File: src/rtl/core/huffman_code_bit_packer_assert.svh
// Assertion macros shared by the packer's modules.
`ifndef HUFFMAN_CODE_BIT_PACKER_ASSERT_SVH
`define HUFFMAN_CODE_BIT_PACKER_ASSERT_SVH

`ifndef SYNTHESIS
`define HCBP_ASSERT_IMP(lbl, clk, rst_n, ante, cons) \
    lbl: assert property (@(posedge clk) disable iff (!rst_n) (ante) |-> (cons)) \
        else $error("assertion failed");
`define HCBP_ASSERT_NXT(lbl, clk, rst_n, ante, cons) \
    lbl: assert property (@(posedge clk) disable iff (!rst_n) (ante) |=> (cons)) \
        else $error("assertion failed");
`else
`define HCBP_ASSERT_IMP(lbl, clk, rst_n, ante, cons)
`define HCBP_ASSERT_NXT(lbl, clk, rst_n, ante, cons)
`endif

`endif

File: src/rtl/core/hcbp_ram.sv
module hcbp_ram #(
    parameter int WIDTH = 8,
    parameter int DEPTH = 256
) (
    input  logic                     i_clk,
    input  logic                     i_we,
    input  logic                     i_re,
    input  logic [$clog2(DEPTH)-1:0] i_addr,
    input  logic [WIDTH-1:0]         i_wdata,
    output logic [WIDTH-1:0]         o_rdata
);

    logic [WIDTH-1:0] r_mem [DEPTH];
    logic [WIDTH-1:0] r_rdata;

    always_ff @(posedge i_clk) begin
        if (i_we) begin
            r_mem[i_addr] <= i_wdata;
        end
        if (i_re) begin
            r_rdata <= r_mem[i_addr];
        end
    end

    assign o_rdata = r_rdata;

endmodule

File: config.mk
export PLATFORM = sky130hd
export DESIGN_NAME = hcbp_ram
export DESIGN_NICKNAME = d
export VERILOG_FILES = /design/src/rtl/core/huffman_code_bit_packer_assert.svh /design/src/rtl/core/hcbp_ram.sv
export SDC_FILE = /design/constraint.sdc
export NUM_CORES = 2
export LEC_CHECK = 0
export BUFFER_PORTS_ARGS = -buffer_cell sky130_fd_sc_hd__buf_2
export CAP_MARGIN = 20
export CELL_PAD_IN_SITES_DETAIL_PLACEMENT = 1
export CELL_PAD_IN_SITES_GLOBAL_PLACEMENT = 1
export CORE_UTILIZATION = 40
export DETAILED_ROUTE_END_ITERATION = 16
export MAX_ROUTING_LAYER = met4
export PLACE_DENSITY = 0.68
export SLEW_MARGIN = 20
export SYNTH_ARGS = -nofsm -noshare
export SYNTH_HDL_FRONTEND = slang
export SYNTH_SLANG_ARGS = --single-unit
File: constraint.sdc
create_clock -name i_clk -period 3.4 [get_ports i_clk]
set_clock_uncertainty 0.1 [all_clocks]
set_input_delay 0.85 -clock i_clk [delete_from_list [all_inputs] [get_ports i_clk]]
set_output_delay 0.85 -clock i_clk [all_outputs]
set_load 0.03 [all_outputs]
; Word-level counts from Yosys, hierarchy flattened
; Memory sizes are Yosys's and may differ from the RTL's. A register that Yosys moved wholly into a read port is not among the register bits.
; Index checks and enable logic that the tools add are counted.
[totals]
ff_bits = 0
ram_bits = 2048
inputBits = 19
out_inout_bits = 8
mem_count = 1
[mem_list]
columns = name, words, word_bits, rd, rd_clocked_by_memory_dff, write_ports, line
row1 = r_mem, 256, 8, 1, 1, 1, hcbp_ram.sv:13  ; logic [WIDTH-1:0] r_mem [DEPTH];
[classes]
mux = 2
[ops]
columns = operator, count
row1 = $mux 1, 2

; Longest topological paths before layout
[depth]
word_depth = 2
depth_mapped = 10

; Worst setup path before layout
; Ideal clock, no wire load.
[synth_timing]
path_kind = input -> register
start = input port i_addr[1]
end = memory r_mem[111][0], enable pin
setup_time_ns = 0.370
arrival_time_ns = 2.699
required_time_ns = 2.930
setup_slack_ns = 0.231
cell_stages = 9
path_buffers = 5
path_cell_list = buf_2 clkbuf_1 clkbuf_1 nand2_1 buf_2 nor2_1 nand2_1 clkbuf_1 nor2_1
[synth_lines]
columns = element, line
row1 = from (decl), hcbp_ram.sv:8  ; input logic [$clog2(DEPTH)-1:0] i_addr,
row2 = to (decl), hcbp_ram.sv:13
; Straight into the memory's write port.

==> impl_results.html <==
<table>
<tr><th>Metric</th><th>Value</th></tr>
<tr><th colspan="2">Clocking</th></tr>
<tr><td>Clock Pin Slew Worst Setup and Hold Paths</td><td>60 ps</td></tr>
<tr><td>Hold buffer count at cts</td><td>0</td></tr>
<tr><td>Post-CTS repair timing setup buffer count</td><td>0</td></tr>
<tr><td>Number of gates given a new drive strength after cts</td><td>0</td></tr>
<tr><td>CTS sink cnt</td><td>2,056</td></tr>
<tr><td>TritonCTS clock tree</td><td>done</td></tr>
<tr><td>Maximum buffer depth of the clock tree</td><td>3</td></tr>
<tr><td>Clock tree root driver cell</td><td>clkbuf_16</td></tr>
<tr><td>Cts bufs inserted</td><td>204</td></tr>
<tr><td>Level count of the clock H-tree</td><td>4</td></tr>
<tr><td>Clock latency at the later pin of the worst-skew pair</td><td>860 ps</td></tr>
<tr><th colspan="2">Finish</th></tr>
<tr><td>Nets@finish</td><td>4,161</td></tr>
<tr><td>Flip-flop and latch area</td><td>between 0.06 and 0.07 mm^2</td></tr>
<tr><td>Fraction of layout cells with a size suffix above 1</td><td>0.332</td></tr>
<tr><td>Final core area utilization</td><td>0.479</td></tr>
<tr><td>Area used by multi-input combinational logic</td><td>0.0158 mm^2</td></tr>
<tr><td>Number of inserted filler cells in the final layout</td><td>17,733</td></tr>
<tr><td>Layout area overhead</td><td>18.8%</td></tr>
<tr><th colspan="2">STA</th></tr>
<tr><td>Max-slew violation count</td><td>0</td></tr>
<tr><td>Final worst hold slack</td><td>285 ps</td></tr>
<tr><td>Transition time at the pin with the least slew margin</td><td>1140 ps</td></tr>
<tr><td>Final setup violation count</td><td>1</td></tr>
<tr><td>Setup slack of the critical path after layout</td><td>-29.9 ps</td></tr>
<tr><td>Relative slew slack</td><td>0.232</td></tr>
<tr><td>Highest clock rate</td><td>292 MHz</td></tr>
<tr><td>Time the final worst path needs with I/O delays and setup</td><td>3430 ps</td></tr>
<tr><td>Share of the cycle needed by the critical path after routing</td><td>1.01</td></tr>
<tr><td>RSZ-0062 raised after global routing</td><td>false</td></tr>
<tr><td>Count of endpoints failing hold in the final timing report</td><td>0</td></tr>
<tr><th colspan="2">Die</th></tr>
<tr><td>Die outline width</td><td>445 um</td></tr>
<tr><td>Std cell rows</td><td>162</td></tr>
<tr><td>Core ar.</td><td>about 0.19 mm^2</td></tr>
<tr><td>Starting density of the core</td><td>0.403</td></tr>
<tr><td>Die height</td><td>445 um</td></tr>
<tr><td>Count of boundary I/O pins</td><td>27</td></tr>
<tr><td>Die area</td><td>0.198 mm^2</td></tr>
<tr><th colspan="2">Yosys</th></tr>
<tr><td>Mean instance size in the synthesized netlist</td><td>22.2 um^2</td></tr>
<tr><td>Synth warnings</td><td>0</td></tr>
<tr><td>Most frequently used flop master after synthesis</td><td>edfxtp_1</td></tr>
<tr><td>Fraction of synthesized cell area taken by the top area cell type</td><td>0.786</td></tr>
<tr><td>Share of flip-flops with an asynchronous set or reset</td><td>0</td></tr>
<tr><td>Synth Net Count</td><td>3,566</td></tr>
<tr><td>Distinct cells, synth</td><td>21</td></tr>
<tr><td>Most numerous cell types in the synthesized netlist</td><td>2,056 x edfxtp_1, 512 x mux4_2, 256 x a22oi_1</td></tr>
<tr><td>Synth area leaders</td><td>edfxtp_1 79%, mux4_2 15%, a22oi_1 2.4%, nor2_1 1.1%, a21oi_1 0.82%</td></tr>
<tr><td>Post-synthesis instance area</td><td>0.0786 mm^2</td></tr>
<tr><td>Flip-flop and latch count after synthesis</td><td>2,056</td></tr>
<tr><td>Post-synthesis instance total</td><td>3,547</td></tr>
<tr><td>Number of synthesized flops with an enable pin</td><td>2,056</td></tr>
<tr><td>Most frequent cell after synthesis</td><td>edfxtp_1</td></tr>
<tr><td>Cell type with the highest aggregate area in the netlist</td><td>edfxtp_1</td></tr>
<tr><td>Sequential-to-total area share from yosys stat</td><td>0.786</td></tr>
<tr><th colspan="2">Setup path</th></tr>
<tr><td>Library cell appearing most often on the critical path</td><td>buf_12</td></tr>
<tr><td>Largest fanout on the critical path</td><td>16</td></tr>
<tr><td>Crit-path cells</td><td>buf_8 &gt; buf_12 &gt; buf_12 &gt; mux4_2 &gt; a22oi_1 &gt; a21oi_1 &gt; o41ai_1 &gt; buf_4 &gt; nand4_1</td></tr>
<tr><td>Worst Path Required</td><td>3890 ps</td></tr>
<tr><td>Kind of capture point of the worst setup path</td><td>flop</td></tr>
<tr><td>Crit-path leading delay family</td><td>compound AO/OA/AOI/OAI gates</td></tr>
<tr><td>Slowest Stage Delay on Critical Path</td><td>about 1100 ps</td></tr>
<tr><td>Count of buffering cells on the critical path with inverters included</td><td>4</td></tr>
<tr><td>Critical path data arrival time</td><td>3920 ps</td></tr>
<tr><td>Nature of the critical path startpoint</td><td>primary input</td></tr>
<tr><td>Critical-path cell with the highest stage delay</td><td>o41ai_1</td></tr>
<tr><td>Setup Crit Path Kind</td><td>primary input to flop</td></tr>
<tr><th colspan="2">Place</th></tr>
<tr><td>PortBufs</td><td>26</td></tr>
<tr><td>Place WS</td><td>-824 ps</td></tr>
<tr><td>Final weighted congestion of routability-driven global placement</td><td>0.830</td></tr>
<tr><td>Post-detailed-placement half-perimeter wirelength</td><td>133,000 um</td></tr>
<tr><th colspan="2">Global route</th></tr>
<tr><td>Antenna violations before repair</td><td>5</td></tr>
<tr><td>Total GRT Usage</td><td>0.218</td></tr>
<tr><td>Wire length of the first global-routing pass</td><td>just over 300,000 um</td></tr>
<tr><td>Pin count of the biggest net entering global routing</td><td>between 100 and 150</td></tr>
<tr><td>Via count of the first global-routing pass</td><td>42,126</td></tr>
<tr><td>GRT Residual Overflow</td><td>0</td></tr>
<tr><th colspan="2">Pwr</th></tr>
<tr><td>Worst supply voltage drop on vdd</td><td>0.000476 V</td></tr>
<tr><td>Proportion of total power due to net switching</td><td>0.214</td></tr>
<tr><td>Part of the total power dissipated in combinational logic</td><td>0.051</td></tr>
<tr><td>Internal power component</td><td>~42 mW</td></tr>
<tr><td>Clock Power Share</td><td>0.424</td></tr>
<tr><td>Net load switching power</td><td>11.4 mW</td></tr>
<tr><td>Power Total</td><td>53.3 mW</td></tr>
<tr><td>Power density over cell area</td><td>571 mW/mm^2</td></tr>
<tr><td>Static leakage</td><td>29.5 nW</td></tr>
<tr><td>Power share of the sequential group</td><td>0.525</td></tr>
<tr><th colspan="2">Min path</th></tr>
<tr><td>HP Class</td><td>primary input to flop</td></tr>
<tr><th colspan="2">Detailed routing</th></tr>
<tr><td>Wirelength per Cell</td><td>30.3 um</td></tr>
<tr><td>Total Wirelength</td><td>210,000 um</td></tr>
<tr><td>DRT Pass-1 Iters</td><td>5</td></tr>
<tr><td>Final ANT Viol Nets</td><td>0</td></tr>
<tr><td>Via count</td><td>39,699</td></tr>
<tr><td>DR DRC count</td><td>0</td></tr>
<tr><td>Post-detailed-route via-to-cell ratio</td><td>5.72</td></tr>
<tr><td>Initial drt markers</td><td>between 3,000 and 4,000</td></tr>
<tr><th colspan="2">Status</th></tr>
<tr><td>Outcome</td><td>complete, but fails checks</td></tr>
<tr><td>Violated checks</td><td>setup timing</td></tr>
<tr><th colspan="2">Run</th></tr>
<tr><td>Number of violations of the max-capacitance limit</td><td>0</td></tr>
</table>
-- placed cells by master, fill, tap and decap left out, types with 27 or more instances in the layout --
| master | instances |
|---|---|
| a21oi_1 | 128 |
| a22oi_1 | 256 |
| buf_12 | 94 |
| buf_4 | 501 |
| clkbuf_1 | 41 |
| clkbuf_16 | 205 |
| clkinv_1 | 54 |
| clkinv_2 | 39 |
| edfxtp_1 | 2056 |
| mux4_2 | 512 |
| nand2_1 | 27 |
| nor2_1 | 231 |
| nor3_1 | 30 |
| o41ai_1 | 32 |
-- cells by family (layout without fill, tap and decap cells) --
family                 after synthesis  in the layout  share of synthesized area
other                                0              1                          0
and+or+nand+nor                    330            330                     0.0173
buffers and inverters              233           1004                     0.0140
AOI/OAI and AO/OA                  416            416                     0.0362
muxes                              512            512                      0.147
DFF                               2056           2056                      0.786
-- power groups by stage --
stage / sequential, mW / combinational (mW) / clock, mW
3_5_place_dp: 28.5 / 2.74 / 0
3_3_place_gp: 28.5 / 2.67 / 0
6_report: 28.0 / 2.72 / 22.6
4_1_cts: 28.0 / 2.75 / 22.9
2_1_floorplan: 28.5 / 1.24 / 0
5_1_grt: 28.0 / 2.84 / 23.7
-- area by class of cell --
| class | count | area share |
|---|---|---|
| multi-input combinational | 1258 | 0.169 |
| timing repair buffer | 621 | 0.0629 |
| antenna | 1 | 0.0000268 |
| tap | 2624 | 0.0352 |
| clock inverter | 136 | 0.0150 |
| inverter | 1 | 0.0000402 |
| clock buffer | 246 | 0.0566 |
| sequential | 2056 | 0.661 |
-- worst paths after layout --
kind	from	end	slack (ps)	cells past startpoint
worst max-delay path	i_addr[0]	o_rdata[3]	-30	9
worst min-delay path	i_wdata[4]	r_mem[64][4]	280	1
worst max register to register	r_mem[170][3]	o_rdata[3]	250	6
worst min register to register	r_mem[129][2]	o_rdata[2]	1050	6
-- flip-flops by register name (all words and copies together), names as in the netlist --
signal and count:
r_mem 2048, o_rdata 8
-- stage by stage --
step	setup TNS [ps]	instance area, um^2	std cells
2_1_floorplan	0	78600	3547
5_1_grt	0	93400	6943
6_report	-29.9	93400	6943
3_3_place_gp	-6420	86700	6560
3_5_place_dp	-6280	86700	6560
4_1_cts	0	93400	6942
-- per-layer routing --
metal / up-vias / GRT usage / share of wire
met1: 21579 / 0.274 / 0.39
met2: 1484 / 0.364 / 0.51
met5: - / - / 0
li1: 16293 / - / -
met3: 343 / 0.0318 / 0.061
met4: 0 / 0.0693 / 0.031
No activity file was read; power rests on OpenSTA's default activity.
