<file path="src/rtl/core/huffman_code_bit_packer_assert.svh">
// Assertion macros shared by the packer's modules.
`ifndef HUFFMAN_CODE_BIT_PACKER_ASSERT_SVH
`define HUFFMAN_CODE_BIT_PACKER_ASSERT_SVH

`ifndef SYNTHESIS
`define HCBP_ASSERT_IMP(lbl, clk, rst_n, ante, cons) \
    lbl: assert property (@(posedge clk) disable iff (!rst_n) (ante) |-> (cons)) \
        else $error("assertion failed");
`define HCBP_ASSERT_NXT(lbl, clk, rst_n, ante, cons) \
    lbl: assert property (@(posedge clk) disable iff (!rst_n) (ante) |=> (cons)) \
        else $error("assertion failed");
`else
`define HCBP_ASSERT_IMP(lbl, clk, rst_n, ante, cons)
`define HCBP_ASSERT_NXT(lbl, clk, rst_n, ante, cons)
`endif

`endif

</file>
<file path="src/rtl/core/hcbp_pkg.sv">
package hcbp_pkg;

    localparam int MAX_CODE_LEN    = 16;
    localparam int CODE_FIELD_BITS = 16;
    localparam int BYTE_BITS       = 8;
    localparam int LEN_W           = 5;
    localparam int CNT_W           = 3;
    localparam int TABLE_DEPTH     = 256;
    localparam int SYM_W           = 8;
    localparam int ENTRY_W         = LEN_W + CODE_FIELD_BITS;
    localparam int WIN_W           = BYTE_BITS + CODE_FIELD_BITS;
    localparam int LEN_LIMIT       =
        (MAX_CODE_LEN > CODE_FIELD_BITS) ? CODE_FIELD_BITS : MAX_CODE_LEN;

    typedef enum logic [1:0] {
        CMD_LOAD   = 2'd0,
        CMD_ENCODE = 2'd1,
        CMD_FLUSH  = 2'd2,
        CMD_NONE   = 2'd3
    } t_cmd;

    // Up to two bytes produced by one encode or flush step.
    typedef struct packed {
        logic [1:0]           num;
        logic [BYTE_BITS-1:0] b0;
        logic [BYTE_BITS-1:0] b1;
        logic                 eos;
    } t_push;

    typedef struct packed {
        logic [BYTE_BITS-1:0] data;
        logic                 last;
        logic                 eos;
    } t_out_ent;

endpackage

</file>
<file path="src/rtl/core/hcbp_packer.sv">
module hcbp_packer
    import hcbp_pkg::*;
(
    input  logic                       i_clk,
    input  logic                       i_rst_n,
    input  logic                       i_fire,
    input  logic                       i_flush,
    input  logic [CODE_FIELD_BITS-1:0] i_code,
    input  logic [LEN_W-1:0]           i_len,
    output t_push                      o_push
);

    `include "huffman_code_bit_packer_assert.svh"

    logic [BYTE_BITS-1:0]       r_pending;
    logic [BYTE_BITS-1:0]       n_pending;
    logic [CNT_W-1:0]           r_count;
    logic [CNT_W-1:0]           n_count;
    logic [CODE_FIELD_BITS-1:0] code_m;
    logic [CODE_FIELD_BITS-1:0] code_al;
    logic [WIN_W-1:0]           window;
    logic [LEN_W-1:0]           total;

    always_comb begin
        code_m  = i_code & CODE_FIELD_BITS'((17'd1 << i_len) - 17'd1);
        code_al = CODE_FIELD_BITS'(code_m << (5'(CODE_FIELD_BITS) - i_len));
        // Bits past the pending count are always zero, so an OR merges the code.
        window  = {r_pending, {CODE_FIELD_BITS{1'b0}}}
                | ({code_al, {BYTE_BITS{1'b0}}} >> r_count);
        total   = LEN_W'(r_count) + i_len;

        o_push     = '0;
        o_push.b0  = window[WIN_W-1 -: BYTE_BITS];
        o_push.b1  = window[WIN_W-BYTE_BITS-1 -: BYTE_BITS];
        n_pending  = r_pending;
        n_count    = r_count;
        if (i_flush) begin
            o_push.b0  = r_pending;
            o_push.eos = 1'b1;
            o_push.num = (r_count != '0) ? 2'd1 : 2'd0;
            n_pending  = '0;
            n_count    = '0;
        end else begin
            n_count = total[CNT_W-1:0];
            priority if (total >= LEN_W'(2 * BYTE_BITS)) begin
                o_push.num = 2'd2;
                n_pending  = window[BYTE_BITS-1:0];
            end else if (total >= LEN_W'(BYTE_BITS)) begin
                o_push.num = 2'd1;
                n_pending  = window[WIN_W-BYTE_BITS-1 -: BYTE_BITS];
            end else begin
                o_push.num = 2'd0;
                n_pending  = window[WIN_W-1 -: BYTE_BITS];
            end
        end
    end

    always_ff @(posedge i_clk) begin
        if (!i_rst_n) begin
            r_pending <= '0;
            r_count   <= '0;
        end else if (i_fire) begin
            r_pending <= n_pending;
            r_count   <= n_count;
        end
    end

    `HCBP_ASSERT_NXT(a_flush_clears, i_clk, i_rst_n, i_fire && i_flush,
                     r_count == '0 && r_pending == '0)

endmodule

</file>
<file path="config.mk">
export PLATFORM = sky130hd
export DESIGN_NAME = hcbp_packer
export DESIGN_NICKNAME = d
export VERILOG_FILES = /design/src/rtl/core/hcbp_pkg.sv /design/src/rtl/core/hcbp_packer.sv
export VERILOG_INCLUDE_DIRS = /design/src /design/src/rtl/core
export SDC_FILE = /design/constraint.sdc
export NUM_CORES = 1
export LEC_CHECK = 0
export ABC_AREA = 1
export BUFFER_PORTS_ARGS = -buffer_cell sky130_fd_sc_hd__clkbuf_2
export CAP_MARGIN = 25
export CELL_PAD_IN_SITES_DETAIL_PLACEMENT = 1
export CELL_PAD_IN_SITES_GLOBAL_PLACEMENT = 2
export CORE_UTILIZATION = 31
export CTS_BUF_LIST = sky130_fd_sc_hd__clkbuf_8
export DETAILED_ROUTE_END_ITERATION = 6
export PLACE_DENSITY = 0.95
export SYNTH_ARGS = -nofsm -noshare
export SYNTH_HDL_FRONTEND = slang
export SYNTH_SLANG_ARGS = --single-unit
</file>
<file path="constraint.sdc">
create_clock -name i_clk -period 7 [get_ports i_clk]
set_input_delay 1.05 -clock i_clk [delete_from_list [all_inputs] [get_ports i_clk]]
set_output_delay 1.05 -clock i_clk [all_outputs]
set_load 0.005 [all_outputs]
</file>
# Word level (Yosys, flattened, before mapping)

Cells that the tools add are included.

Flip-flop bits (word level): 11
Logic and storage cells: 23

Multiplexer cells: 10
$lt $le $gt $ge: 2
Shift-type cells: 3
Reductions and logical operators: 1
Add/sub/neg operators: 3
Bitwise logic cells: 2

Operators by type and width:

| kind                                                                                 | number |
|---|---|
| 8-bit 2-to-1 mux                                                                     | 4 |
| 24-bit bitwise OR                                                                    | 1 |
| 24-bit by 3-bit >> shifter with 24-bit output                                        | 1 |
| 16-bit bitwise AND                                                                   | 1 |
| 1-bit by 5-bit left shift with 16-bit output (first input constant)                  | 1 |
| 16-bit by 5-bit left shift with 16-bit output                                        | 1 |
| 16-bit by 1-bit subtractor with 16-bit output (second input constant)                | 1 |
| 3-bit by 5-bit adder with 5-bit output                                               | 1 |
| 5-bit by 4-bit greater-or-equal comparator with 1-bit output (second input constant) | 1 |
| 5-bit greater-or-equal comparator (second input constant)                            | 1 |
| 5-bit subtractor (first input constant)                                              | 1 |
| 2-bit 2-to-1 mux                                                                     | 2 |
| 1-bit 2-to-1 mux                                                                     | 3 |
| 3-bit 2-to-1 mux                                                                     | 1 |
| 3-bit nonzero test                                                                   | 1 |

# Longest topological paths before layout

Gate-level depths: netlist of the first run.

Depth in word-level cells: 9
Depth in mapped cells: 26

# Worst setup path before layout of the first run

No wires, ideal clock.

Kind: in2out
Start: input i_len[0]
End: output o_push[11] (netlist bit)
Cell stages on the path: 23
Buffers on the path: 2
Data arrival time: 3.572 ns
Slack: 2.378 ns
Cells stage by stage: buf_2 -> inv_2 -> buf_2 -> ha_1 -> ha_1 -> nand2_1 -> ha_1 -> inv_1 -> nand2_1 -> nand2_1 -> nand2_1 -> nand2_1 -> o21ai_1 -> or2_2 -> nand2_1 -> nor2_1 -> o21ai_1 -> nand3_1 -> nand3_1 -> nand3_1 -> nand3b_1 -> o21ai_0 -> inv_1

RTL lines:

| element     | RTL line          | text |
|---|---|---|
| from (decl) | hcbp_packer.sv:9  | `input logic [LEN_W-1:0] i_len,` |
| to (decl)   | hcbp_packer.sv:10 | `output t_push o_push` |

==> flow_summary.toml, run 1 <==
[timing]
clock.fmax_mhz = 183
hold_violations = 0
slew_viol_final = 0
fin_crit_ps = 5470
setup-tns-final_ps = 0
skew_ps = 3.98
grt_setup_unrepaired = "false"
relSlewSlack = 0.506
finalCritPeriodShare = 0.781
hold_slack_ps = 465
setup_viol = 0
tightest_slew_ps = 740

[synthesis]
ys_ff_latch = 11
synth.largest_area_cell = "nand3_1"
syn_area_um2 = 2790
ys_seq_area_frac = 0.0789
yosysWarnings = 0
synthesis.nets = 575
syn_inst = 539
synthTopCellsByArea = "nand3_1 (29%), nand2_1 (18%), dfxtp_1 (7.9%), inv_1 (7.4%), nor2_1 (5.1%)"
postSynthAreaPerCell_um2 = 5.18
synth_top_cell_area_share = 0.291
yosysUniqueCellTypes = 35

[cells_and_area]
antenna_cells = 0
mostFrequentLayoutCell = "nand3_1"
fin_nets = 603
area_growth_pct = 11.1
final_area_um2 = 3100
final_cell_mix = "nand3_1 (162), nand2_1 (135), inv_1 (55)"
drive_gt1_frac = 0.120

[floorplan]
core_area_um2 = 8720
fp-row-count = 34
chipWidth_um = 96.9
die_h_um = 96.9
dieArea_um2 = 9380
io_pins = 44
start_util = 0.320

[route]
dr.pass1.iters = 4
drt_iter0_drc = 219
postRouteAntennaNets = 0
via_count = 3704
route.detailed.drc = 0
wl_per_cell_um = 15.8
wl_um = 10700
vias_per_cell = 5.50

[placed_design]
hpwl_um = 8930
io_buffers = 43
placed_cell_area_um2 = 3050
gp_congestion = 0.858

[global_routing]
overflow = 0
grt_first_pass_wirelength_um = 17800
grt_pass1_vias = 3677
grtUsageTotal = 0.225
antenna_found_initial = 0
grt_max_degree = 24

[hold_path]
hold_class = "reg2reg"

[run_status]
status = "completed"

[cts]
htree_levels = 1
cts_tree = "done"
postCtsHoldBufs = 0
insertion_delay_ps = 240
cts_setup_buffers = 0
clkTransAtPathRegs_ps = 60
clockBufferDepth = 2
clockRootBuffer = "clkbuf_8"
cts_made_buffers = 3
clkSinkCount = 11
cts_resized = 0

[power]
power_leakage_nw = 1.60
ir_worst_vdd_v = 0.000121
p_total_w = 0.000363
p_per_area_nw_per_um2 = 117

[setup_path]
crit_fanout = 20
cp.arrival_ps = 4420
cp-end-kind = "output pin"
crit_type = "in2out"
required_ps = 5950
setup.worst_path.start_class = "input pin"

[flow_run]
drv_cap = 0
per-stage QoR:
| step | cells | setup WS, ps | util |
|---|---|---|---|
| floorplan | 539 | 2380 | - |
| global placement | 670 | 1750 | 0.350 |
| detailed placement | 670 | 1570 | 0.350 |
| CTS | 674 | 1560 | 0.356 |
| global route | 674 | 1130 | 0.356 |
| finish | 674 | 1530 | 0.356 |
cells by family after synthesis:
logic type                 after synthesis  synth area share
xor gates and xnor gates                 5            0.0224
AOI/OAI and AO/OA                       57             0.115
adders and majority gates               11            0.0520
buffers and inverters                   87             0.125
and+or+nand+nor                        368             0.607
DFF                                     11            0.0789
critical path, cell delays in order:
cell and delay, ps:
clkbuf_2 340, inv_2 260, ha_1 310, ha_1 230, nand2_1 130, ha_1 210
nand2_1 100, nor2_2 180, nand2_1 120, clkinv_1 70, nand3_1 60, nand2_1 110
nand3_1 120, nand3_1 120, nand3_1 100, nand3_1 160, nand3_1 110, nand3_1 130
nand3_1 80, nand3b_1 130, o21ai_0 100, inv_1 70, clkbuf_2 100
final cells by class:
type / count / area (um2)
inverter: 65 / 246
fill: 1256 / 5620
clock buffer: 3 / 41.3
sequential: 11 / 220
multi-input combinational: 441 / 2220
timing repair buffer: 45 / 230
tap: 108 / 135
clock inverter: 1 / 5.00
path summary, 6_finish.rpt:
kind	from	end	slack, ps	cells past startpoint
setup / recovery	i_len[0]	o_push[11]	1530	23
hold / removal	r_pending[7]$_SDFFE_PN0P_	r_pending[7]$_SDFFE_PN0P_	460	2
setup reg to reg	r_count[0]$_SDFFE_PN0P_	r_pending[5]$_SDFFE_PN0P_	3820	10
hold reg to reg	r_pending[7]$_SDFFE_PN0P_	r_pending[7]$_SDFFE_PN0P_	460	2
synth_stat cells:
cell / number
inv_4: 1
nand4_1: 17
xor2_1: 4
buf_4: 1
o21a_1: 2
buf_2: 12
clkbuf_1: 7
nand3_4: 1
a31oi_1: 4
o21ai_0: 14
fa_1: 1
nor2_4: 2
or2_2: 1
o31ai_1: 1
o21ai_2: 2
o21bai_1: 2
o211ai_1: 4
nand3_1: 162
a21oi_1: 23
nand3b_1: 3
buf_1: 2
inv_2: 5
nor3b_1: 1
inv_1: 55
nor3_1: 2
nor2_1: 38
dfxtp_1: 11
nand2_2: 2
ha_1: 10
clkinv_1: 4
nand2_1: 135
xor2_4: 1
nor2_2: 3
o21ai_1: 5
nand3_2: 1
flip-flops by register name (all words and copies together), names as in the netlist:
| register | flops |
|---|---|
| r_pending | 8 |
| r_count | 3 |
power by group:
part           switching, W  total [W]  leakage, nW  internal [W]
Combinational      0.000155   0.000228         1.49     0.0000739
Clock             0.0000270  0.0000663       0.0255     0.0000393
Sequential       0.00000284  0.0000678       0.0892     0.0000650
Total              0.000184   0.000363         1.60      0.000178
routing by layer:
| metal | track usage | part of all wire | wire, um | vias to the layer above |
|---|---|---|---|---|
| met2 | 0.411 | 0.50 | 5310 | 75 |
| met5 | 0 | 0 | 0 | - |
| li1 | - | - | - | 1872 |
| met4 | 0.0379 | 0.0086 | 92 | 0 |
| met3 | 0.00578 | 0.024 | 260 | 6 |
| met1 | 0.296 | 0.47 | 5010 | 1751 |
Note: power is estimated with default switching activity, not from simulation.
==> inputs of run 2 (changes only) <==
--- a/config.mk
+++ b/config.mk
@@ -11,10 +11,10 @@
 export CAP_MARGIN = 25
 export CELL_PAD_IN_SITES_DETAIL_PLACEMENT = 1
 export CELL_PAD_IN_SITES_GLOBAL_PLACEMENT = 2
-export CORE_UTILIZATION = 31
+export CORE_UTILIZATION = 29
 export CTS_BUF_LIST = sky130_fd_sc_hd__clkbuf_8
 export DETAILED_ROUTE_END_ITERATION = 6
-export PLACE_DENSITY = 0.95
+export PLACE_DENSITY = 0.92
 export SYNTH_ARGS = -nofsm -noshare
 export SYNTH_HDL_FRONTEND = slang
 export SYNTH_SLANG_ARGS = --single-unit
==> constraint.sdc (replaced) <==
create_clock -name i_clk -period 5.16 [get_ports i_clk]
set_input_delay 0.774 -clock i_clk [delete_from_list [all_inputs] [get_ports i_clk]]
set_output_delay 0.774 -clock i_clk [all_outputs]
set_load 0.005 [all_outputs]
==> flow_summary.toml, run 2 (synthesis gave the netlist of run 1 again) <==
[timing]
fin_crit_ps = 4740
setup-tns-final_ps = 0
grt_setup_unrepaired = "false"
relSlewSlack = 0.581
skew_ps = 12.6
clock.fmax_mhz = 211
hold_slack_ps = 472
finalCritPeriodShare = 0.919
tightest_slew_ps = 627
slew_viol_final = 0
hold_violations = 0
setup_viol = 0

[global_routing]
grt_pass1_vias = 3693
grtUsageTotal = 0.214
grt_max_degree = 24
antenna_found_initial = 0
overflow = 0
grt_first_pass_wirelength_um = 17400

[run_status]
status = "completed"

[route]
dr.pass1.iters = 4
route.detailed.drc = 0
via_count = 3709
drt_iter0_drc = 136
wl_um = 10600
vias_per_cell = 5.31
postRouteAntennaNets = 0
wl_per_cell_um = 15.1

[setup_path]
slowest_stage = "clkbuf_2"
r2r-start = "r_count[0]$_SDFFE_PN0P_"
crit_start = "i_len[0]"
setup.worst_path.start_class = "input pin"
required_ps = 4390
cpMostUsedCell = "nand3_1"
crit_type = "in2out"
cp-end-kind = "output pin"
cp.arrival_ps = 3970
crit_chain = "clkbuf_2, inv_2, ha_1, ha_1, nand2_1, ha_1, nand2_1, nor2_2, nand2_1, nand2_1, nand2_1, nand3_1, nand3_1, nand3_1, nand3_1, nand3_1, nand3_1, nand3_1, nand3_1, o21ai_0, inv_1, clkbuf_2"
max_stage_delay_ps = 350
crit_fanout = 19

[cells_and_area]
area_growth_pct = 13.1
antenna_cells = 0
mostFrequentLayoutCell = "nand3_1"
top_register = "r_pending"
largest_registers = "r_pending x8, r_count x3"
final_cell_mix = "nand3_1 (162), nand2_1 (135), inv_1 (55)"
drive_gt1_frac = 0.126
fin_nets = 607
largest_reg_flops = 8

[cts]
htree_levels = 1
cts_made_buffers = 3
clockBufferDepth = 2
cts_resized = 0
postCtsHoldBufs = 0
clkSinkCount = 11
clkTransAtPathRegs_ps = 60
clockRootBuffer = "clkbuf_8"
insertion_delay_ps = 250
cts_setup_buffers = 0
cts_tree = "done"

[hold_path]
hold_start = "r_pending[7]$_SDFFE_PN0P_"
hold_class = "reg2reg"

[floorplan]
fp-row-count = 35
start_util = 0.301
io_pins = 44
die_h_um = 100
chipWidth_um = 100
core_area_um2 = 9280
dieArea_um2 = 10000

[placed_design]
hpwl_um = 8810
io_buffers = 43
gp_congestion = 0.909

[flow_run]
drv_cap = 0

[power]
power_leakage_nw = 1.62
p_per_area_nw_per_um2 = 157
ir_worst_vdd_v = 0.000137
run 2: changes by cell type in the layout (fill, tap and decap cells not counted), sizes merged:
cell	delta
buf	+4
run 2: final cells by class:
class	count	area [um2]
fillers	1371	6130
multi-input cells	441	2220
repair buffers	49	260
flip-flops and latches	11	220
clock buffers	3	41.3
inverters	65	246
well taps	129	161
clock inverters	1	5.00
run 2: where the power goes:
group | total, W | internal [W] | switching [W] | leakage [nW]
clock | 0.0000919 | 0.0000533 | 0.0000386 | 0.0255
combinational | 0.000313 | 0.000103 | 0.000210 | 1.51
sequential | 0.0000900 | 0.0000881 | 0.00000187 | 0.0892
run 2: per-layer routing:
layer,share of wire,track usage
met1,0.46,0.271
met2,0.48,0.385
met3,0.030,0.0146
met4,0.032,0.0713
met5,0,0
run 2: final timing paths:
check | endpoint | slack (ps) | cells past startpoint
hold / removal | r_pending[7]$_SDFFE_PN0P_ | 470 | 2
setup / recovery | o_push[10] | 420 | 22
hold reg to reg | r_pending[7]$_SDFFE_PN0P_ | 470 | 2
setup reg to reg | r_pending[1]$_SDFFE_PN0P_ | 2480 | 11
run 2: worst max-delay path: cells and delay by family:
kind / cells / cell delay [ps]
AND/OR/NAND/NOR: 14 / 1790
AO/OA/AOI/OAI: 1 / 90
adder cells (fa/ha/maj): 3 / 720
buffers and inverters: 4 / 580
run 2: metrics by stage:
stage / instance area, um2 / total power (W) / worst slack (ps) / util / instances
5_1_grt: 3160 / 0.000539 / 27.4 / 0.340 / 699
3_5_place_dp: 3110 / 0.000402 / 480 / 0.335 / 695
6_report: 3160 / 0.000495 / 420 / 0.340 / 699
2_1_floorplan: 2790 / 0.000308 / 1090 / - / 539
3_3_place_gp: 3110 / 0.000397 / 556 / 0.335 / 695
4_1_cts: 3160 / 0.000495 / 472 / 0.340 / 699
