--- config.mk ---
export PLATFORM = sky130hd
export DESIGN_NAME = hcbp_outq
export DESIGN_NICKNAME = d
export VERILOG_FILES = /design/src/rtl/core/hcbp_pkg.sv /design/src/rtl/core/hcbp_outq.sv
export VERILOG_INCLUDE_DIRS = /design/src /design/src/rtl/core
export SDC_FILE = /design/constraint.sdc
export NUM_CORES = 1
export LEC_CHECK = 0
export BUFFER_PORTS_ARGS = -buffer_cell sky130_fd_sc_hd__buf_2
export CAP_MARGIN = 20
export CORE_MARGIN = 2
export CORE_UTILIZATION = 50
export CTS_CLUSTER_SIZE = 12
export DETAILED_ROUTE_END_ITERATION = 10
export PLACE_DENSITY_LB_ADDON = 0.2
export REMOVE_ABC_BUFFERS = 1
export SETUP_SLACK_MARGIN = 0.15
export SYNTH_ARGS = -nofsm -noshare
export SYNTH_HDL_FRONTEND = slang
export SYNTH_SLANG_ARGS = --single-unit
--- constraint.sdc ---
create_clock -name i_clk -period 2.3 [get_ports i_clk]
set_input_delay 0.23 -clock i_clk [delete_from_list [all_inputs] [get_ports i_clk]]
set_output_delay 0.23 -clock i_clk [all_outputs]
set_load 0.005 [all_outputs]
--- src/rtl/core/huffman_code_bit_packer_assert.svh ---
// Assertion macros shared by the packer's modules.
`ifndef HUFFMAN_CODE_BIT_PACKER_ASSERT_SVH
`define HUFFMAN_CODE_BIT_PACKER_ASSERT_SVH

`ifndef SYNTHESIS
`define HCBP_ASSERT_IMP(lbl, clk, rst_n, ante, cons) \
    lbl: assert property (@(posedge clk) disable iff (!rst_n) (ante) |-> (cons)) \
        else $error("assertion failed");
`define HCBP_ASSERT_NXT(lbl, clk, rst_n, ante, cons) \
    lbl: assert property (@(posedge clk) disable iff (!rst_n) (ante) |=> (cons)) \
        else $error("assertion failed");
`else
`define HCBP_ASSERT_IMP(lbl, clk, rst_n, ante, cons)
`define HCBP_ASSERT_NXT(lbl, clk, rst_n, ante, cons)
`endif

`endif

--- src/rtl/core/hcbp_pkg.sv ---
package hcbp_pkg;

    localparam int MAX_CODE_LEN    = 16;
    localparam int CODE_FIELD_BITS = 16;
    localparam int BYTE_BITS       = 8;
    localparam int LEN_W           = 5;
    localparam int CNT_W           = 3;
    localparam int TABLE_DEPTH     = 256;
    localparam int SYM_W           = 8;
    localparam int ENTRY_W         = LEN_W + CODE_FIELD_BITS;
    localparam int WIN_W           = BYTE_BITS + CODE_FIELD_BITS;
    localparam int LEN_LIMIT       =
        (MAX_CODE_LEN > CODE_FIELD_BITS) ? CODE_FIELD_BITS : MAX_CODE_LEN;

    typedef enum logic [1:0] {
        CMD_LOAD   = 2'd0,
        CMD_ENCODE = 2'd1,
        CMD_FLUSH  = 2'd2,
        CMD_NONE   = 2'd3
    } t_cmd;

    // Up to two bytes produced by one encode or flush step.
    typedef struct packed {
        logic [1:0]           num;
        logic [BYTE_BITS-1:0] b0;
        logic [BYTE_BITS-1:0] b1;
        logic                 eos;
    } t_push;

    typedef struct packed {
        logic [BYTE_BITS-1:0] data;
        logic                 last;
        logic                 eos;
    } t_out_ent;

endpackage

--- src/rtl/core/hcbp_outq.sv ---
module hcbp_outq
    import hcbp_pkg::*;
(
    input  logic                 i_clk,
    input  logic                 i_rst_n,
    input  logic                 i_push_en,
    input  t_push                i_push,
    output logic                 o_fits,
    output logic                 o_valid,
    input  logic                 i_stall,
    output logic [BYTE_BITS-1:0] o_out_byte,
    output logic                 o_last,
    output logic                 o_end_of_stream
);

    `include "huffman_code_bit_packer_assert.svh"

    t_out_ent   r_q [2];
    t_out_ent   n_q [2];
    logic [1:0] r_cnt;
    logic [1:0] n_cnt;
    logic [1:0] rem;
    logic       pop;

    assign o_valid         = (r_cnt != 2'd0);
    assign pop             = o_valid && !i_stall;
    assign rem             = r_cnt - {1'b0, pop};
    // Room is judged before any pop in the same cycle.
    assign o_fits          = ({1'b0, i_push.num} + {1'b0, r_cnt}) <= 3'd2;
    assign o_out_byte      = r_q[0].data;
    assign o_last          = r_q[0].last;
    assign o_end_of_stream = r_q[0].eos;

    always_comb begin
        n_q   = r_q;
        n_cnt = rem;
        if (pop) begin
            n_q[0] = r_q[1];
        end
        if (i_push_en && i_push.num != 2'd0) begin
            n_q[rem[0]] = '{data: i_push.b0, last: (i_push.num == 2'd1), eos: i_push.eos};
            if (i_push.num == 2'd2) begin
                n_q[1] = '{data: i_push.b1, last: 1'b1, eos: 1'b0};
            end
            n_cnt = rem + i_push.num;
        end
    end

    always_ff @(posedge i_clk) begin
        if (!i_rst_n) begin
            r_cnt <= '0;
        end else begin
            r_cnt <= n_cnt;
        end
    end

    always_ff @(posedge i_clk) begin
        r_q <= n_q;
    end

    `HCBP_ASSERT_IMP(a_cnt_max, i_clk, i_rst_n, 1'b1, r_cnt <= 2'd2)
    `HCBP_ASSERT_NXT(a_pop_shift, i_clk, i_rst_n, pop && r_cnt == 2'd2 && !i_push_en,
                     r_q[0] == $past(r_q[1]))

endmodule

# Yosys cells after proc, flatten, opt, wreduce, memory -nomap -nowiden
# Index checks and enable logic that the tools add are counted.
# op_classes
add_sub_neg	3
n_lt_le_gt_ge	3
bitwise_logic	1
n_mux	7
n_reduce_logical	6
eq_ne	2
# op_table
cell	n
$mux W10	3
$bwmux W20	1
$mux W20	1
$demux W10 S1	1
$reduce_bool A2 Y1	2
$add A2 B2 Y3	1
$le A3 B2 Y1 const B	1
$logic_and A1 B1 Y1	3
$add A2 B2 Y2	1
$eq A2 B1 Y1 const B	1
$eq A2 B2 Y1 const B	1
$ge A2 B2 Y1 const B	1
$lt A2 B1 Y1 const B	1
$mux W2	1
$not A1 Y2	1
$sub A2 B1 Y2	1
$logic_not A1 Y1	1
# word_totals
out_inout_bits	12
register_bits	22

# Depth between registers and ports, before layout
# Gate-level depths: netlist (run 1).
# logic_depth
ltp_word	11
mapped_depth	9
mapped_depth_nobuf	7

# Least setup slack after synthesis (run 1)
# Ideal clock, no wire load.
# synth_timing
kind	reg2reg
startpoint	register r_cnt[1]
endpoint	register r_cnt[1]
required_ps	2185
period_less_slack_ps	1854
arrival_time_ps	1740
path_stages_with_launch	10
setup_ps	115
path_slack_ps	446
path_cell_list	dfxtp_1 or3b_1 buf_6 and2_4 buf_6 inv_1 ha_1 xor2_1 a21oi_1 o21a_1
# synth_between
elab_chain_len	5
# synth_rtl
element	line_no	text
start: declaration	hcbp_outq.sv:20	logic [1:0] r_cnt;
start signal: assignment	hcbp_outq.sv:53	r_cnt <= n_cnt;
$reduce_bool A2 Y1	hcbp_outq.sv:25	assign o_valid = (r_cnt != 2'd0);
$logic_and A1 B1 Y1	hcbp_outq.sv:26	assign pop = o_valid && !i_stall;
$sub A2 B1 Y2 (*)	hcbp_outq.sv:27	assign rem = r_cnt - {1'b0, pop};
$add A2 B2 Y2	hcbp_outq.sv:45	n_cnt = rem + i_push.num;
$mux W2 (*)	hcbp_outq.sv:40	if (i_push_en && i_push.num != 2'd0) begin
# Mark *: on every way between the ends. The rest lies on a longest branch, timed or not.
# A chain may end at the register's enable or synchronous reset.

==> impl_metrics.csv, run 1 <==
group,metric,value,unit
run_status,status,"completed",
die,start_util,53.4,%
worst_setup_path,cp_data_arrival_time,1.88,ns
routing,remaining_drc_errors,0,
die,rows,17,
clock_network,clkLatencyLatePin,0.31,ns
timing,finClkSkew,0.00229,ns
flow_run,max_cap_violations,0,
clock_network,cts_root_buf,"clkbuf_4",
layout,nFillCells,221,
power_and_ir_drop,peakVddDrop,0.361,mV
routing,drt_iter0_drc,10,
worst_setup_path,r2r_setup_slack,0.39,ns
layout,drive_gt1_share,50.4,%
power_and_ir_drop,p_sw,239,uW
power_and_ir_drop,combPwrFrac,25.2,%
layout,diodes,0,
worst_setup_path,path_class,"reg -> reg",
worst_setup_path,start_kind,"flip-flop",
timing,fin_crit_sh,83.1,%
die,die_h,53.1,um
clock_network,cts_tree,"done",
routing,antenna_left,0,
global_routing,track_usage,18.5,%
timing,finalSetupViolCount,0,
global_routing,antenna_found_initial,0,
timing,slew_viol_final,0,
worst_setup_path,worstRegToRegCells,3,
clock_network,cts_sinks,22,
synth,synth_area,0.00120,mm2
global_routing,grt_pass1_wl,3.66,mm
global_routing,grt-ovfl-total,0,
clock_network,cts-resized-gates,0,
clock_network,cts_setup_buffers,0,
worst_setup_path,critPathMaxFanout,13,
routing,wirelength,2.22,mm
synth,avgSynthCellArea,11.1,um2
routing,drtPass1Iterations,4,
clock_network,htree_levels,1,
layout,utilization,59.8,%
power_and_ir_drop,p_leak,0.605,nW
placement,port-buffer-count,34,
power_and_ir_drop,p_int,654,uW
timing,finalCriticalPeriod,1.91,ns
routing,wl_per_cell,13.6,um
timing,rsz0062_at_grt,"false",
power_and_ir_drop,clockPowerShare,20.4,%
worst_setup_path,crit_path_end_kind,"flip-flop",
synth,ys_types,33,
die,io_pins,35,
clock_network,path_clk_slew,0.12,ns
timing,worst_hold_slack,0.127,ns
global_routing,grt_max_degree,14,
worst_setup_path,reg2reg_from,"r_cnt[1]",
global_routing,grt_pass1_vias,854,
placement,hpwl,1.66,mm
worst_setup_path,critPathRequiredTime,2.27,ns
synth,ys_ff_latch,22,
power_and_ir_drop,switching_share,26.8,%
placement,place_congestion,0.757,
layout,nNetsFinal,162,
clock_network,cts_made_buffers,3,
worst_setup_path,critPathLaunch,"r_cnt[1]",
timing,timing.fmax,523,MHz
timing,slew_headroom,52.5,%
layout,stdcell_area,0.00135,mm2
timing,worst_slew_pin_slew,0.711,ns
clock_network,hold_buffers,0,
routing,vias_per_cell,5.21,
routing,vias,850,
layout,syn_to_final_growth,11.9,%
die,core-area,0.00225,mm2
die,die_area,0.00282,mm2
power_and_ir_drop,power.density,662,mW/mm2
hold_path,hold_class,"in -> reg",
timing,tns,0,ns
placement,placed_cell_area,0.00132,mm2
clock_network,cts_buffer_depth,2,
synth,ys_warn_count,0,
timing,hold_violations,0,
power_and_ir_drop,power_frac_seq,54.4,%
synth,ys_seq_area_share,44.9,%
die,chipWidth,53.1,um
synth,syn_inst,109,
-- worst min path at each step --
| stage | slack [ns] | cells past startpoint | from | endpoint |
|---|---|---|---|---|
| after floorplan | 0.34 | 2 | i_rst_n | r_cnt[0] |
| after global placement | 0.45 | 2 | i_rst_n | r_cnt[1] |
| after detailed placement | 0.45 | 2 | i_rst_n | r_cnt[1] |
| after CTS | 0.13 | 2 | i_rst_n | r_cnt[1] |
| after global routing | 0.12 | 2 | i_rst_n | r_cnt[1] |
| final | 0.13 | 2 | i_rst_n | r_cnt[1] |
-- cells in the mapped netlist, drive strengths merged --
| cell | number | share of area, % |
|---|---|---|
| a21bo | 1 | 0.83 |
| o21bai | 1 | 0.62 |
| or2 | 1 | 0.52 |
| xor2 | 1 | 0.73 |
| nand2 | 17 | 5.3 |
| o21a | 1 | 0.62 |
| edfxtp | 10 | 25 |
| a211oi | 1 | 0.62 |
| or3b | 1 | 0.73 |
| mux2i | 1 | 0.83 |
| a21oi | 4 | 2.0 |
| nor2b | 1 | 0.52 |
| buf | 13 | 7.9 |
| and2 | 1 | 0.73 |
| o21ai | 11 | 6.7 |
| a31oi | 1 | 0.52 |
| a32oi | 1 | 0.73 |
| inv | 3 | 0.93 |
| fa | 1 | 1.7 |
| nand3 | 2 | 1.9 |
| dfxtp | 12 | 20 |
| and3 | 1 | 0.52 |
| nor2 | 1 | 0.31 |
| mux2 | 18 | 17 |
| ha | 2 | 2.1 |
| nand2b | 2 | 1.0 |
-- placed cells by master (no fill, tap or decap), types with 2 or more instances in the layout --
master and instances:
a21oi_1 3, buf_2 34, clkbuf_4 3, dfxtp_1 12, edfxtp_1 10, ha_1 2, inv_1 3, mux2_2 18
nand2_1 17, nand2b_1 2, o21ai_0 2, o21ai_1 2, o21ai_2 7
-- routing by layer --
metal  global-route usage, %  vias to the layer above  share of wire (%)
li1                        -                      426                  -
met1                    21.3                      393                 43
met2                    32.9                       27                 49
met3                    2.82                        4                6.3
met4                    8.97                        0                1.6
met5                       0                        -                  0
-- power groups by stage --
| stage | Clock [mW] | Combinational [mW] | Sequential [mW] |
|---|---|---|---|
| floorplan | 0 | 0.133 | 0.497 |
| global placement | 0 | 0.222 | 0.493 |
| detailed placement | 0 | 0.227 | 0.496 |
| CTS | 0.186 | 0.228 | 0.487 |
| global route | 0.202 | 0.252 | 0.491 |
| finish | 0.182 | 0.225 | 0.486 |
-- metrics by stage --
| step | cells | setup slack [ns] | total power, mW |
|---|---|---|---|
| CTS | 163 | 0.384 | 0.901 |
| detailed placement | 159 | 0.401 | 0.723 |
| floorplan | 96 | 0.534 | 0.630 |
| global route | 163 | 0.263 | 0.946 |
| finish | 163 | 0.388 | 0.893 |
| global placement | 159 | 0.461 | 0.715 |
-- cell families (layout without fill, tap and decap cells) --
logic type	after synthesis	count (layout)	synth area share [%]
AO/OA/AOI/OAI	21	21	12.7
XOR/XNOR	1	1	0.727
adder cells (fa/ha/maj)	3	3	3.74
buffers and inverters	16	42	8.83
flip-flops	22	22	44.9
multiplexers	19	19	17.7
AND/OR/NAND/NOR	27	27	11.5
-- critical path: stages (launching register included) --
cell and delay [ns]:
dfxtp_1 0.41, or3b_1 0.47, and2_4 0.25, a21oi_2 0.43
-- cell type report --
cell class                      instances  area [um2]  area share (%)
Clock buffer                            3        22.5            1.67
Clock inverter                          1        3.75           0.278
Inverter                                3        11.3           0.835
Multi-Input combinational cell         71         558            41.4
Sequential cell                        22         541            40.1
Tap cell                               28        35.0            2.60
Timing Repair Buffer                   35         178            13.2
Power figures use the tool's default switching activity.
==> run 2, diff against run 1 <==
Clock period 2.3 ns to 1.9 ns, I/O delays scaled along.
==> impl_metrics.csv, run 2 (synthesis results as in run 1) <==
group,metric,value,unit
power_and_ir_drop,combPwrFrac,23.7,%
layout,nNetsFinal,169,
routing,drt_iter0_drc,9,
layout,multiInputGateArea,562,um2
layout,most-common-layout-cells,"buf_2, mux2_2, nand2_1",
power_and_ir_drop,peakVddDrop,0.481,mV
routing,wirelength,2.45,mm
clock_network,cts_tree,"done",
timing,hold_violations,0,
layout,seq_area,543,um2
power_and_ir_drop,power_frac_seq,47.1,%
routing,antenna_left,0,
worst_setup_path,cp_data_arrival_time,1.60,ns
die,rows,17,
die,core-area,0.00225,mm2
placement,port-buffer-count,34,
timing,tns,0,ns
worst_setup_path,cp_slowest_cell,"fa_1",
clock_network,cts_made_buffers,3,
timing,fin_crit_sh,94.4,%
placement,place_congestion,0.777,
layout,final_common_cell,"buf_2",
timing,worst_slew_pin_slew,0.347,ns
worst_setup_path,r2r_setup_slack,0.23,ns
layout,stdcell_area,0.00143,mm2
layout,utilization,63.6,%
worst_setup_path,start_kind,"flip-flop",
power_and_ir_drop,p_leak,0.652,nW
power_and_ir_drop,finalPower,1.25,mW
routing,wl_per_cell,14.4,um
placement,placed_cell_area,0.00135,mm2
timing,finalSetupViolCount,0,
routing,remaining_drc_errors,0,
timing,timing.fmax,558,MHz
power_and_ir_drop,power.density,870,mW/mm2
die,io_pins,35,
worst_setup_path,critPathRequiredTime,1.71,ns
worst_setup_path,path_class,"reg -> out",
clock_network,clkLatencyLatePin,0.32,ns
global_routing,antenna_found_initial,0,
worst_setup_path,critPathMaxStageDelay,0.47,ns
run_status,status,"completed",
routing,vias,899,
timing,slew_viol_final,0,
die,start_util,53.4,%
clock_network,cts_buffer_depth,2,
layout,diodes,0,
worst_setup_path,critPathMaxFanout,3,
die,chipWidth,53.1,um
global_routing,grt_max_degree,14,
routing,vias_per_cell,5.29,
worst_setup_path,crit_path_end_kind,"primary output",
clock_network,cts_sinks,22,
clock_network,path_clk_slew,0.12,ns
flow_run,max_cap_violations,0,
timing,rsz0062_at_grt,"true",
routing,drtPass1Iterations,6,
die,die_area,0.00282,mm2
layout,nFillCells,198,
die,die_h,53.1,um
timing,finClkSkew,0.0134,ns
clock_network,htree_levels,1,
power_and_ir_drop,clockPowerShare,29.2,%
global_routing,track_usage,18.6,%
power_and_ir_drop,p_sw,305,uW
hold_path,hold_class,"in -> reg",
layout,drive_gt1_share,55.6,%
global_routing,grt_pass1_wl,3.67,mm
timing,finalCriticalPeriod,1.79,ns
power_and_ir_drop,switching_share,24.4,%
power_and_ir_drop,p_int,943,uW
clock_network,cts_root_buf,"clkbuf_4",
worst_setup_path,path_cells,"ha_1 > fa_1 > a21oi_2 > buf_2",
timing,slew_headroom,76.9,%
global_routing,grt-ovfl-total,0,
layout,syn_to_final_growth,19.0,%
global_routing,grt_pass1_vias,843,
placement,hpwl,1.69,mm
run 2: cell types whose count changed in the layout (fill, tap and decap cells not counted), sizes merged:
cell	delta
buf	+7
clkinv	-1
bufinv	+1
run 2: final timing paths:
| kind | to | cells past startpoint | from |
|---|---|---|---|
| worst min-delay path | o_last | 2 | i_push_en |
| worst min register to register | o_last | 2 | o_last |
| worst max register to register | r_cnt[1] | 7 | r_cnt[1] |
| worst max-delay path | o_fits | 4 | r_cnt[0] |
run 2: repair_timing:
action	4_1_cts	5_1_grt
hold buffers	0	0
setup endpoints to repair	2	1
gates resized for setup	3	0
setup buffers	3	0
run 2: final cells by class:
type / instances / area share [%]
Clock buffer: 3 / 1.57
Clock inverter: 1 / 2.09
Inverter: 3 / 0.785
Multi-Input combinational cell: 71 / 39.2
Sequential cell: 22 / 37.9
Tap cell: 28 / 2.44
Timing Repair Buffer: 42 / 16.1
run 2: routing by layer:
layer | track usage [%] | up-vias | share of wire (%)
met5 | 0 | - | 0
met4 | 7.69 | 0 | 0.45
met3 | 2.82 | 2 | 5.7
met2 | 33.8 | 29 | 54
met1 | 21.6 | 426 | 40
li1 | - | 442 | -
run 2: stage by stage:
| stage | worst slack (ns) | hold WS (ns) | instances |
|---|---|---|---|
| 6_report | 0.107 | 0.100 | 170 |
| 5_1_grt | 0.0315 | 0.0910 | 170 |
| 4_1_cts | 0.143 | 0.0846 | 170 |
| 3_5_place_dp | 0.113 | 0.428 | 163 |
| 3_3_place_gp | 0.184 | 0.411 | 163 |
| 2_1_floorplan | 0.134 | 0.304 | 96 |
run 2: power groups by stage:
stage,clock (mW),sequential [mW],combinational (mW)
after CTS,0.370,0.589,0.296
after floorplan,0,0.601,0.161
after global placement,0,0.595,0.274
after detailed placement,0,0.601,0.283
after global routing,0.390,0.596,0.326
final,0.364,0.588,0.296
run 2: worst max-delay path, delay by kind of cell (launching register included):
family	cells	cell delay (ns)
AOI/OAI and AO/OA	1	0.16
adders and majority gates	2	0.66
buffers and inverters	1	0.13
DFF	1	0.35
==> run 3, diff against run 2 <==
--- a/config.mk
+++ b/config.mk
@@ -12,2 +12,3 @@
 export CORE_UTILIZATION = 50
+export CTS_CLUSTER_DIAMETER = 30
 export CTS_CLUSTER_SIZE = 12
==> constraint.sdc (replaced) <==
create_clock -name i_clk -period 1.9 [get_ports i_clk]
set_input_delay 0.095 -clock i_clk [delete_from_list [all_inputs] [get_ports i_clk]]
set_output_delay 0.095 -clock i_clk [all_outputs]
set_load 0.005 [all_outputs]
==> impl_metrics.csv, run 3 (synthesis results as in run 1) <==
group,metric,value,unit
timing,timing.fmax,589,MHz
global_routing,grt_pass1_vias,869,
placement,place_congestion,0.703,
global_routing,grt_util_met3,3.39,%
global_routing,use_met2,32.9,%
worst_setup_path,crit_path_end_kind,"flip-flop",
worst_setup_path,r2r_setup_slack,0.20,ns
clock_network,cts_buffer_depth,2,
power_and_ir_drop,p_leak,0.665,nW
clock_network,cts_tree,"done",
die,die_h,53.1,um
layout,most-common-layout-cells,"buf_2, mux2_2, nand2_1",
global_routing,grt_busiest_layer,"met2",
timing,finClkSkew,0.00804,ns
clock_network,clkLatencyLatePin,0.31,ns
placement,port-buffer-count,34,
timing,worst_slew_pin_slew,0.438,ns
global_routing,grt-ovfl-total,0,
placement,pre_cts_slack,0.141,ns
routing,wl_per_cell,13.4,um
layout,utilization,64.7,%
flow_run,max_cap_violations,0,
power_and_ir_drop,peakVddDrop,0.447,mV
worst_setup_path,path_class,"reg -> reg",
routing,drt_iter0_drc,12,
timing,slew_viol_final,0,
die,chipWidth,53.1,um
power_and_ir_drop,power.density,785,mW/mm2
timing,finalCriticalPeriod,1.70,ns
routing,antenna_left,0,
clock_network,cts_made_buffers,3,
timing,fin_crit_sh,89.4,%
timing,tns,0,ns
die,core-area,0.00225,mm2
die,start_util,53.4,%
die,rows,17,
timing,hold_violations,0,
worst_setup_path,cp_data_arrival_time,1.92,ns
hold_path,hold_class,"in -> reg",
global_routing,antenna_found_initial,0,
placement,hpwl,1.67,mm
timing,rsz0062_at_grt,"true",
global_routing,grt_pass1_wl,3.65,mm
die,die_area,0.00282,mm2
worst_setup_path,critPathLaunch,"r_cnt[1]",
routing,drtPass1Iterations,4,
clock_network,path_clk_slew,0.13,ns
global_routing,grt_max_degree,14,
worst_setup_path,critPathRequiredTime,2.12,ns
worst_setup_path,critPathMaxFanout,12,
run_status,status,"completed",
layout,diodes,0,
routing,vias,889,
routing,wirelength,2.35,mm
timing,slew_headroom,70.7,%
layout,final_common_cell,"buf_2",
layout,nNetsFinal,174,
worst_setup_path,reg2reg_from,"r_cnt[1]",
clock_network,cts_root_buf,"clkbuf_4",
hold_path,min-delay-start,"i_push[14]",
clock_network,cts_sinks,22,
layout,drive_gt1_share,55.1,%
global_routing,track_usage,18.4,%
die,io_pins,35,
clock_network,htree_levels,1,
routing,vias_per_cell,5.08,
timing,fin_ws,0.201,ns
timing,finalSetupViolCount,0,
layout,syn_to_final_growth,21.1,%
routing,remaining_drc_errors,0,
global_routing,grtUsageMet1,21.4,%
worst_setup_path,start_kind,"flip-flop",
==> run 3: routing by layer <==
layer  share of wire, %  vias to the layer above
met5                  0                        -
met1                 45                      413
met3                4.2                        2
met4               0.55                        0
li1                   -                      452
met2                 50                       22
==> run 3: power breakdown <==
part / internal [mW] / switching [mW] / total, mW
clock network: 0.117 / 0.142 / 0.259
registers: 0.561 / 0.0265 / 0.587
logic: 0.173 / 0.126 / 0.299
==> run 3: metrics by stage <==
step	power (mW)	cells	instance area [um2]	hold slack [ns]
final	1.15	175	1460	0.0209
after global routing	1.22	175	1460	0.00157
after CTS	1.14	168	1400	0.00618
after detailed placement	0.882	163	1350	0.319
after global placement	0.871	163	1350	0.314
after floorplan	0.762	96	1110	0.209
==> run 3: critical path: stages, from the launching register on <==
cell,delay (ns)
dfxtp_4,0.39
or3b_1,0.36
and2_4,0.20
inv_1,0.07
ha_1,0.14
xor2_1,0.19
a21oi_1,0.09
o21a_1,0.18
==> run 3: worst paths after layout <==
kind | end | cells after the start
worst min register to register | o_out_byte[7] | 2
worst max-delay path | r_cnt[1] | 7
worst min-delay path | o_out_byte[5] | 2
worst max register to register | r_cnt[1] | 7
==> run 3: cell type report <==
cell class,count,area [um2]
repair buffers,47,273
inverters,3,11.3
well taps,28,35.0
clock buffers,4,36.3
flip-flops and latches,22,546
multi-input cells,71,558
fillers,199,796
==> run 3: timing repair <==
item                                   in CTS  in global routing
gates cloned                                0                  0
endpoints found under the hold margin       2                  1
buffers inserted                            0                  6
hold buffers                                1                  1
setup endpoints to repair                   1                  2
resized for setup                           1                  2
